**config.mk**
```make
export PLATFORM = sky130hd
export DESIGN_NAME = osst_ram
export DESIGN_NICKNAME = d
export VERILOG_FILES = /design/src/hdl/osst_ram.sv
export SDC_FILE = /design/constraint.sdc
export NUM_CORES = 1
export LEC_CHECK = 0
export BUFFER_PORTS_ARGS = -buffer_cell sky130_fd_sc_hd__buf_2
export CAP_MARGIN = 20
export CORE_UTILIZATION = 60
export CTS_CLUSTER_SIZE = 10
export DETAILED_ROUTE_END_ITERATION = 16
export PLACE_DENSITY = 0.8
export SLEW_MARGIN = 25
export SYNTH_ARGS = -nofsm -noshare
export SYNTH_HDL_FRONTEND = slang
export SYNTH_SLANG_ARGS = --single-unit
```
**constraint.sdc**
```tcl
create_clock -name clk -period 2.2 [get_ports clk]
set_input_delay 0.44 -clock clk [delete_from_list [all_inputs] [get_ports clk]]
set_output_delay 0.44 -clock clk [all_outputs]
set_load 0.03 [all_outputs]
```
**src/hdl/osst_ram.sv**
```systemverilog
// osst_ram: generic single-write, dual-read RAM with registered read data
// depends on nothing
module osst_ram #(
    parameter int WIDTH = 8,
    parameter int DEPTH = 16
) (
    input  logic                     clk,
    input  logic                     we,
    input  logic [$clog2(DEPTH)-1:0] waddr,
    input  logic [WIDTH-1:0]         wdata,
    input  logic [$clog2(DEPTH)-1:0] ra_addr,
    input  logic [$clog2(DEPTH)-1:0] rb_addr,
    output logic [WIDTH-1:0]         ra_data,
    output logic [WIDTH-1:0]         rb_data
);

    logic [WIDTH-1:0] mem [DEPTH];

    // write port and two registered read ports
    always_ff @(posedge clk)
    begin
        if (we)
        begin
            mem[waddr] <= wdata;
        end
        ra_data <= mem[ra_addr];
        rb_data <= mem[rb_addr];
    end

endmodule

```
Yosys cells after proc, flatten, opt, wreduce, memory -nomap -nowiden:

Memories as Yosys holds them, arrays and structs flattened. A register that Yosys moved wholly into a read port is not among the register bits.
Index checks and enable logic that the tools add are counted.

* shift operators: 0
* multiplexer cells: 2
* eq/ne operators: 0
* div/mod/pow operators: 0
* bitwise operators: 0
* multipliers: 0
* magnitude comparators: 0
* reduce and logical (&&, ||, !) cells: 0
* add/sub/neg operators: 0

Operators by type and width (number)
* 1-bit 2-to-1 mux: 2

* bits in writable memories: 128
* ROM bits: 0
* memories kept: 1
* latch bits: 0
* register bits: 0
* output and inout port bits: 16
* input port bits: 22

Memories
* mem: depth 16, width 8, read ports 2, clocked after memory_dff 2, write ports 1, RTL line 17 `logic [WIDTH-1:0] mem [DEPTH];`

Logic depth before layout (Yosys ltp):

* depth after elaboration: 2
* mapped depth: 5
* gate-level depth less buffers: 3

Worst setup path after synthesis:

No wires, ideal clock.

* path kind: in2reg
* from: input port waddr[2]
* to: memory mem[0][0], enable pin
* stages: 2
* data arrival time: 1.550 ns
* setup slack: 0.267 ns
* setup time: 0.383 ns
* data required time: 1.817 ns
* cells stage by stage: or3b_2 -> nor3_1

RTL lines
* from (decl): RTL line 9 `input logic [$clog2(DEPTH)-1:0] waddr,`
* to (decl): RTL line 17

No word-level cell before the write port.

Worst setup path in the final report:

* from: register ra_data[5] (read register of mem)
* to: output port ra_data[5]

RTL lines
* from (decl): RTL line 13 `output logic [WIDTH-1:0] ra_data,`

No word-level cell between the ends.

==> out/metrics.yaml <==
path_cells: "buf_2"
cts_tree: "yes"
worst_pin_slew_ps: 471
ir_worst_vdd_uv: 599
final.fill_count: 611
die_w_um: 105
setup_tns_ps: 0
ctsHoldBuffers: 0
final_nets: 394
drv_slew: 0
slowest_stage: "dfxtp_1"
grt_antenna_before_repair: 1
io_pins: 38
cts_setup_buffers: 0
crit_fanout: 2
rows: 37
pre_cts_slack_ps: 290
synthCells: 307
clockRootBuffer: "clkbuf_8"
maxSlewHeadroom: 0.686
critical_path_required_ps: 1760
clock-sinks: 144
synth_compound_area_frac: 0.0379
cp_num_buf_inv: 1
routed_wl_um: 13900
max_freq_mhz: 647
synth-warning-count: 0
period_share: 0.702
grt-ovfl-total: 0
path_delay_family: "flip-flops"
synth_top_family_by_area: "multiplexers"
worstHoldPathType: "in2reg"
core_area_um2: 10300
rsz0062_at_grt: "no"
hpwl_um: 9010
startpoint_type: "register"
ys_ff_latch: 144
placedCellCount: 489
grt_max_degree: 21
skew_ps: 6.83
fin_ws_ps: 655
clk_latency_ps: 530
io_buffers: 37
cp-end-kind: "output pin"
firstDrtPassIters: 5
grt_pass1_wl_um: 20900
cts-resized-gates: 0
initial_core_util: 0.617
layout_common_cells: "edfxtp_1 (128), buf_2 (37), mux4_2 (34)"
synth-simple-area-share: 0.0343
finalHoldViolations: 0
cts_buffer_depth: 2
die_area_um2: 11000
synth_fa_ha_area_frac: 0
place_congestion: 0.783
crit_path_max_incr_delay_ps: 360
area_growth_pct: 16.4
min_period_ps: 1540
drc_errors: 0
drive_gt1_frac: 0.340
setup_viol: 0
viasPerCell: 6.66
drtIter0Drc: 304
htreeDepth: 4
timing_worst_setup_path_type: "reg2out"
yosysSeqAreaShare: 0.656
synthXorXnorAreaFrac: 0
grt_usage: 0.278
synth.mux.area_fraction: 0.244
path_clk_slew_ps: 60
synth_area_um2: 6350
fp.dieH_um: 105
synth.distinct_cells: 20
drv_cap: 0
cts_made_buffers: 17
syn_area_per_cell_um2: 20.7
grt_pass1_vias: 3575
fin_util: 0.719
powerDensity_nw_per_um2: 876
via_count: 3478
final_antenna_net_count: 0
wl_per_cell_um: 26.5
status: "finished clean"
final_cells: 522
leakagePower_nw: 2.61
layout_commonest_cell: "edfxtp_1"
crit_arrival_ps: 1100
synthesis.nets: 329
[worst paths after layout]
kind | from | end | slack [ps] | depth (start not counted)
hold reg to reg | mem[7][3] | rb_data[3] | 710 | 3
setup / recovery | ra_data[5] | ra_data[5] | 660 | 1
hold / removal | wdata[7] | mem[2][7] | 280 | 1
setup reg to reg | mem[3][0] | ra_data[0] | 740 | 3
[worst reg2reg max path: cells and delay by family (launching register included)]
kind / cells / cell delay, ps
and+or+nand+nor: 1 / 70
DFF: 1 / 410
AOI/OAI and AO/OA: 1 / 230
muxes: 1 / 630
[logic make-up (layout without fill, tap and decap cells)]
family          Yosys count  in the layout
flops                   144            144
compound gates           32             32
buf+inv                  20             98
simple gates             47             47
other cells               0              1
mux                      64             64
[cell usage after synthesis, drive strengths merged]
cell           count  share of area
nor2b              2         0.0020
and2b              2         0.0024
nor2              14         0.0083
clkdlybuf4s25      6         0.0095
mux4              64           0.24
a22oi             32          0.038
edfxtp           128           0.61
nand3              1        0.00079
dfxtp             16          0.050
or3b               1         0.0014
nand2             17          0.010
buf               14          0.018
nand2b             2         0.0020
nor3               4         0.0032
nand3b             2         0.0024
and2               2         0.0020
[power by group]
part / internal, mW / total, mW / switching [mW]
sequential: 3.06 / 3.10 / 0.0354
clock: 1.82 / 2.85 / 1.04
combinational: 0.224 / 0.526 / 0.302
total: 5.10 / 6.48 / 1.37
[layer usage]
metal	global-route usage	wire, um	vias to the layer above
met5	0	0	-
met4	0.149	415	0
met3	0.0643	1230	36
met2	0.444	7100	211
met1	0.361	5110	1757
li1	-	-	1474
[through the flow]
| stage | hold slack, ps | power, mW | instance area (um2) |
|---|---|---|---|
| after global routing | 280 | 6.63 | 7390 |
| after detailed placement | 691 | 3.67 | 6800 |
| after CTS | 262 | 6.50 | 7390 |
| after floorplan | 539 | 3.49 | 6350 |
| final | 285 | 6.48 | 7390 |
| after global placement | 675 | 3.66 | 6800 |
[area by class of cell]
type                       count  area, um2  share of cell area
sequential                   144       4160               0.564
multi-input combinational    143       2010               0.272
timing repair buffer          66        453              0.0613
clock buffer                  18        418              0.0566
clock inverter                14        171              0.0232
tap                          136        170              0.0230
antenna                        1       2.50            0.000339
[registers in the layout, indices dropped and copies added (netlist names)]
register  flops
ra_data       8
mem         128
rb_data       8
Power figures use the tool's default switching activity.
