### src/hdl/osst_pkg.sv
// osst_pkg: shared constants, codes and types for the order-statistic sum tree
// depends on nothing; imported by osst_alu, the core and the checker
package osst_pkg;

    // tree shape: leaves sit at node SPAN + i, root is node 1
    localparam int LEVELS  = 10;
    localparam int SPAN    = 1 << LEVELS;
    localparam int SIZE    = SPAN;
    localparam int NODE_AW = LEVELS + 1;
    localparam int NODES   = 2 * SPAN;

    // field widths
    localparam int ACT_W  = 2;
    localparam int POS_W  = 10;
    localparam int LEAF_W = 16;
    localparam int NODE_W = LEAF_W + LEVELS;
    localparam int RANK_W = 26;

    // action codes
    localparam logic [ACT_W-1:0] ACT_UPDATE = 2'd0;
    localparam logic [ACT_W-1:0] ACT_QUERY  = 2'd1;
    localparam logic [ACT_W-1:0] ACT_FIND   = 2'd2;

    // sequencer states, one-hot
    typedef enum logic [5:0] {
        ST_INIT  = 6'b000001,
        ST_IDLE  = 6'b000010,
        ST_UP    = 6'b000100,
        ST_QRY   = 6'b001000,
        ST_FROOT = 6'b010000,
        ST_FDESC = 6'b100000
    } state_t;

    // operand selects of the shared adder
    typedef struct packed {
        logic use_a;
        logic use_b;
    } alu_ctrl_t;

endpackage

### src/hdl/osst_alu.sv
// osst_alu: shared add and compare unit of the tree walker
// depends on osst_pkg
module osst_alu (
    input  osst_pkg::alu_ctrl_t            ctrl,
    input  logic [osst_pkg::NODE_W-1:0]    acc,
    input  logic [osst_pkg::NODE_W-1:0]    rd_a,
    input  logic [osst_pkg::NODE_W-1:0]    rd_b,
    input  logic [osst_pkg::RANK_W-1:0]    rem,
    output logic [osst_pkg::NODE_W-1:0]    sum,
    output logic [osst_pkg::RANK_W-1:0]    diff,
    output logic                           go_left
);
    import osst_pkg::*;

    logic [NODE_W-1:0] op_a;
    logic [NODE_W-1:0] op_b;

    // accumulate selected node sums
    assign op_a = ctrl.use_a ? rd_a : '0;
    assign op_b = ctrl.use_b ? rd_b : '0;
    assign sum  = acc + op_a + op_b;

    // descent: stay left while the left child covers the remaining rank
    assign go_left = (rd_a >= rem);
    assign diff    = rem - rd_a;

endmodule

### config.mk
export PLATFORM = sky130hd
export DESIGN_NAME = osst_alu
export DESIGN_NICKNAME = d
export VERILOG_FILES = /design/src/hdl/osst_pkg.sv /design/src/hdl/osst_alu.sv
export SDC_FILE = /design/constraint.sdc
export NUM_CORES = 1
export LEC_CHECK = 0
export BUFFER_PORTS_ARGS = -buffer_cell sky130_fd_sc_hd__buf_4
export CAP_MARGIN = 0
export CORE_MARGIN = 1.5
export CORE_UTILIZATION = 46
export DETAILED_ROUTE_END_ITERATION = 8
export PLACE_DENSITY = 0.81
export SYNTH_ARGS = -nofsm -noshare
export SYNTH_HDL_FRONTEND = slang
export SYNTH_SLANG_ARGS = --single-unit
### constraint.sdc
create_clock -name vclk -period 4.8
set_input_delay 0.96 -clock vclk [all_inputs]
set_output_delay 0.96 -clock vclk [all_outputs]
set_load 0.02 [all_outputs]
* Yosys cells after proc, flatten, opt, wreduce, memory -nomap -nowiden *
Cells that the tools add are included.

storage, ports and cells
  register bits = 0
  bits of input ports = 106
  output and inout bits = 53
  word-level logic and storage cells = 6

operators by class
  add/subtract/negate cells = 3
  order comparisons = 1
  muxes and demuxes = 2

operators by type and width
  cell              number
  $add A26 B26 Y26  2
  $mux W26          2
  $ge A26 B26 Y1    1
  $sub A26 B26 Y26  1

* Logic depth before layout (Yosys ltp) *
Gate-level depths: netlist of run 1.

  depth in word-level cells = 3
  depth in mapped cells = 13
  mapped depth without buffers = 12

* Worst setup path after synthesis of run 1 *
Ideal clock, no wire load.

  path kind = input to output
  from = input port ctrl[0] (netlist name)
  to = output port sum[25] (netlist name)
  arrival time = 3.865 ns
  data required time = 3.840 ns
  path slack = -0.025 ns
  stages = 13
  path buffers = 1
  cells stage by stage = clkbuf_1 -> nand2_1 -> fa_1 -> inv_1 -> ha_1 -> fa_1 -> a211o_1 -> a21oi_1 -> o21ai_1 -> a41o_1 -> a211oi_2 -> o21bai_1 -> xnor2_1

between the ends
  longest elaborated chain between the ends = 2

RTL lines
  item              line            source
  from (decl)       osst_alu.sv:4   input osst_pkg::alu_ctrl_t ctrl,
  $mux W26          osst_alu.sv:20  assign op_b = ctrl.use_b ? rd_b : '0;
  $add A26 B26 Y26  osst_alu.sv:21  assign sum = acc + op_a + op_b;
  to (decl)         osst_alu.sv:9   output logic [osst_pkg::NODE_W-1:0] sum,

No other way between the ends.

* Final worst setup path of run 1 *
  from = input port ctrl[1] (netlist name)
  to = output port sum[25] (netlist name)

between the ends
  longest elaborated chain between the ends = 3

RTL lines
  item                           line            source
  $mux W26                       osst_alu.sv:19  assign op_a = ctrl.use_a ? rd_a : '0;
  $add A26 B26 Y26 (2 in a row)  osst_alu.sv:21

No other way between the ends.

==> results of run 1 <==
==> worst paths after layout <==
check	to	startpoint	cells past startpoint
min	diff[0]	rd_a[0]	4
max	sum[25]	ctrl[1]	13
==> cells in the mapped netlist, types with 13 or more instances <==
library cell and number:
inv_1 54, ha_1 50, and2_1 49, a21oi_1 43
nor2_1 29, fa_1 27, xnor2_1 27, nand2_1 25
o21ai_0 25, a21o_1 19, o21a_1 13
==> metrics by stage <==
step           hold WS [ns]    util  setup WS (ns)  setup TNS [ns]  total power (uW)
4_1_cts               2.353  0.6760       0.002230               0              1122
3_3_place_gp          2.344  0.6632       -0.07006         -0.1359              1078
6_report              2.345  0.6954        0.06707               0              1169
2_1_floorplan         2.127       -        0.02844               0             675.8
3_5_place_dp          2.353  0.6632        -0.1341         -0.2891              1098
5_1_grt               2.386  0.6954       -0.05899         -0.1177              1258
==> logic make-up after synthesis <==
family | Yosys count
AND/OR/NAND/NOR | 154
adder cells (fa/ha/maj) | 77
buffers and inverters | 66
XOR/XNOR | 39
AO/OA/AOI/OAI | 154
multiplexers | 2
==> routing by layer <==
layer,up-vias,track usage,part of all wire
met4,0,0.07051,0.027
met1,1975,0.3482,0.43
li1,2096,-,-
met3,24,0.01724,0.031
met5,-,0,0
met2,124,0.5031,0.51
==> cell type report <==
cell class / instances / area (um2)
Multi-Input combinational cell: 426 / 3572
Fill cell: 637 / 2354
Timing Repair Buffer: 189 / 1471
Inverter: 54 / 202.7
Tap cell: 102 / 127.6
==> cell usage in the layout (no fill, tap or decap), drive strengths merged, types with 4 or more instances in the layout <==
cell type / instances
buf: 188
inv: 54
ha: 50
and2: 49
a21oi: 43
o21ai: 33
nor2: 29
xnor2: 27
fa: 27
nand2: 25
a21o: 19
o21a: 13
nand3: 12
xor2: 12
a211oi: 10
nor3: 7
nor4: 6
o21bai: 6
and3: 6
nand4: 5
o211ai: 4
a31oi: 4
or3: 4
==> worst max-delay path, stage by stage <==
cell and delay [ns]:
buf_6 0.11, buf_8 0.13, and2_4 0.14, fa_1 0.59, ha_4 0.23, and3_4 0.15
a221o_1 0.34, a22o_1 0.18, a41o_2 0.27, a211oi_2 0.27, o21bai_2 0.12, xnor2_2 0.13
buf_4 0.16
==> where the power goes <==
part           internal, uW  total, uW  switching (uW)  leakage, uW
clock                     0          0               0            0
sequential                0          0               0            0
combinational           541       1170             628      0.00277
==> repair_timing <==
item | 4_1_cts | 5_1_grt
cloned | 0 | 1
setup buffers | 6 | 1
pin swaps | 10 | 12
endpoints found under the hold margin | 0 | 0
gates resized for setup | 12 | 24
endpoints found under the setup margin | 3 | 12
==> metrics.yaml, run 1 <==
flow_run:
  drv_cap: 0
synth:
  seq_area_frac_synth: 0
  netlist_instances: 492
  synth_area_leader_cell: "ha_1"
  synth_fp_nets: 675
  ys_warn_count: 0
  synth_compound_area_frac: 0.2854
  yosys-top-cells-area: "ha_1 17%, fa_1 15%, and2_1 8.4%"
  synth-xor-area-share: 0.09308
  yosys.area_share.simple: 0.2291
  synth_fa_ha_area_frac: 0.3178
  synth_top_area_frac: 0.1705
  synth_mux_area_frac: 0.005455
  synth_top_family_by_area: "adder cells"
  syn_area_per_cell_um2: 7.459
  synth_cell_types: 60
  syn-cell-area_mm2: 0.003670
critical_path:
  worstSetupEndpointType: "output port"
  cp-start-kind: "input port"
  cp_max_fo: 6
  critical_path_class: "input port to output port"
  worst_ep_required_time_ns: 3.84
  critPathArrivalTime_ns: 3.77
global_routing:
  grt_pass1_wl_mm: 19.46
  antenna_found_initial: 0
  grt_pass1_vias: 4171
  grt_max_degree: 12
  overflow: 0
  track_usage: 0.2751
cells_and_area:
  fin_cells: 771
  nFlopsAndLatches: 0
  seq_area_um2: 0
  antenna_cells: 0
  nets: 854
  clock_buffers: 0
  syn_to_final_growth_pct: 46.44
  design_area_mm2: 0.005374
  layout-drive-gt1-share: 0.3453
pwr:
  peakVddDrop_mv: 0.09728
  p_per_area_mw_per_mm2: 217.5
  power_leakage_uw: 0.002766
timing:
  tightest_slew_ns: 0.4012
  hold_viol: 0
  drv_slew: 0
  fmax_mhz: 211.3
  fin_crit_ns: 4.733
  setup_viol: 0
  slew_headroom: 0.7296
  timing.final.crit_share: 0.9860
placement:
  dp_cells: 763
  placed_area_mm2: 0.005125
  place_hpwl_mm: 10.42
  gp_congestion: 1.006
  io_buffers: 159
floorplan:
  die_y_um: 92.32
  die_x_um: 92.32
  io_pins: 159
  die_area_mm2: 0.008523
  start_util: 0.4749
  fp.coreArea_mm2: 0.007727
  rows: 32
drt:
  first_pass_iters: 5
  drt_wl_total_mm: 12.35
  wire_per_inst_um: 16.02
  drtIter0Drc: 180
  drt-vias-per-instance: 5.472
  remaining_drc_errors: 0
  antenna_left: 0
  vias: 4219
run_status:
  status: "finished clean"
clock_tree:
  hold_buffers: 0
hold_path:
  hold_path_class: "input port to output port"
Power figures use the tool's default switching activity.
==> run 2: changes to the inputs <==
Settings changed: ABC_AREA set to 1, CORE_UTILIZATION 46 to 49, PLACE_DENSITY 0.81 to 0.82.
==> run 2 against run 1 <==
Against the previous run:
- via count increased by 30%
- flip-flop and latch count is the same
- critical endpoint is now sum[19]
- final cell count up 47%
- highest routed layer unchanged
- first-iteration DRC count is 2.8% higher
- hold slack better by 0.0088 ns
==> metrics.yaml, run 2 <==
run_status:
  status: "finished clean"
cells_and_area:
  postLayoutCoreUtil: 0.6430
  fin_cells: 1133
  mostFrequentLayoutCell: "nand2_1"
  layout-drive-gt1-share: 0.1908
  nets: 1207
  final_cell_mix: "333 x nand2_1, 211 x inv_1, 159 x buf_4"
  nFillCells: 943
  nFlopsAndLatches: 0
  syn_to_final_growth_pct: 28.39
  clock_buffers: 0
  seq_area_um2: 0
  antenna_cells: 0
timing:
  fin_crit_ns: 4.354
  tns_ns: 0
  setup_viol: 0
  fmax_mhz: 229.7
  hold_viol: 0
  drv_slew: 0
  tightest_slew_ns: 0.3498
  timing.final.crit_share: 0.9072
  rsz0062_at_grt: "false"
  slew_headroom: 0.7647
clock_tree:
  hold_buffers: 0
  post_cts_buffers: 0
  ctsResizeCount: 0
placement:
  dp_cells: 1133
  place_hpwl_mm: 12.92
  io_buffers: 159
  gp_congestion: 0.9866
global_routing:
  track_usage: 0.2847
  grt_max_degree: 27
  overflow: 0
  grt_pass1_vias: 5230
  grt_pass1_wl_mm: 23.18
  antenna_found_initial: 0
hold_path:
  hold_start: "rd_a[0]"
  hold_depth: 4
  hold_path_class: "input port to output port"
  hold_end: "diff[0]"
critical_path:
  cp_cell_sequence: "buf_4 -> nand2_1 -> fa_1 -> inv_1 -> ha_1 -> fa_1 -> nand2_1 -> nand2_1 -> nand3b_1 -> nand2_1 -> nand2_1 -> nand2_1 -> nand2_1 -> nand2_1 -> nand2_1 -> nand2_1 -> buf_4"
  cp-start-kind: "input port"
  worstSetupEndpointType: "output port"
  critical_path_class: "input port to output port"
  path_buf_inv: 3
  slowest_delay_ns: 0.51
  slowest_stage: "fa_1"
  crit_family: "adder cells"
  critPathMostFrequentCell: "nand2_1"
  critPathArrivalTime_ns: 3.39
  worst_ep_required_time_ns: 3.84
  cp_max_fo: 26
drt:
  drt-vias-per-instance: 4.854
  vias: 5500
  remaining_drc_errors: 0
  first_pass_iters: 5
  wire_per_inst_um: 12.56
  drtIter0Drc: 185
  antenna_left: 0
  drt_wl_total_mm: 14.23
synth:
  syn_area_per_cell_um2: 5.300
  netlist_instances: 869
  syn-cell-area_mm2: 0.004606
  ys_warn_count: 0
  synth_cell_types: 28
  seq_area_frac_synth: 0
  ys_top_cells_by_count: "333 x nand2_1, 211 x inv_1, 60 x nor2_1"
  synth_top_area_frac: 0.2714
  synth_fp_nets: 1052
  synthMostInstantiatedCell: "nand2_1"
  synth_area_leader_cell: "nand2_1"
  yosys-top-cells-area: "nand2_1 27%, inv_1 17%, ha_1 14%"
floorplan:
  fp.coreArea_mm2: 0.009196
  die_y_um: 99.95
  io_pins: 159
  start_util: 0.5008
  rows: 35
  die_x_um: 99.95
  die_area_mm2: 0.009990
flow_run:
  drv_cap: 0
pwr:
  p_per_area_mw_per_mm2: 191.8
  peakVddDrop_mv: 0.1149
  power_leakage_uw: 0.003926
## run 2: metrics by stage
stage               hold WS [ns]  total power [uW]  worst slack, ns  cell area [um2]
detailed placement         2.350              1128           0.4235             5913
global placement           2.347              1118           0.4884             5913
CTS                        2.350              1133           0.4234             5913
finish                     2.353              1134           0.4456             5913
floorplan                  2.135             723.2           0.4603             4606
global route               2.380              1255           0.2021             5913
## run 2: cell type report
| cell class | instances | area [um2] | share of cell area |
|---|---|---|---|
| Multi-Input combinational cell | 650 | 3781 | 0.6394 |
| Inverter | 213 | 799.5 | 0.1352 |
| Timing Repair Buffer | 159 | 1194 | 0.2019 |
| Tap cell | 111 | 138.9 | 0.02349 |
## run 2: metal layers
metal | track usage | up-vias | part of all wire
met1 | 0.3557 | 2414 | 0.43
met2 | 0.5353 | 147 | 0.49
met5 | 0 | - | 0
met4 | 0.05959 | 0 | 0.026
li1 | - | 2909 | -
met3 | 0.01880 | 30 | 0.048
## run 2: cells by family after synthesis
kind of cell | count (synthesis) | share of synthesized area
simple gates | 494 | 0.4548
buf+inv | 219 | 0.1790
fa+ha+maj | 77 | 0.2532
compound gates | 51 | 0.05977
xor+xnor | 28 | 0.05325
## run 2: worst max-delay path by stage
stage / start / end / slack [ns] / depth (start not counted)
global placement: ctrl[0] / sum[19] / 0.49 / 17
finish: ctrl[0] / sum[19] / 0.45 / 17
global route: ctrl[0] / sum[19] / 0.20 / 17
CTS: ctrl[0] / sum[19] / 0.42 / 17
detailed placement: ctrl[0] / sum[19] / 0.42 / 17
floorplan: ctrl[0] / sum[11] / 0.46 / 14
## run 2: power by group
group | internal [uW] | switching [uW]
logic | 453 | 681
clock network | 0 | 0
registers | 0 | 0
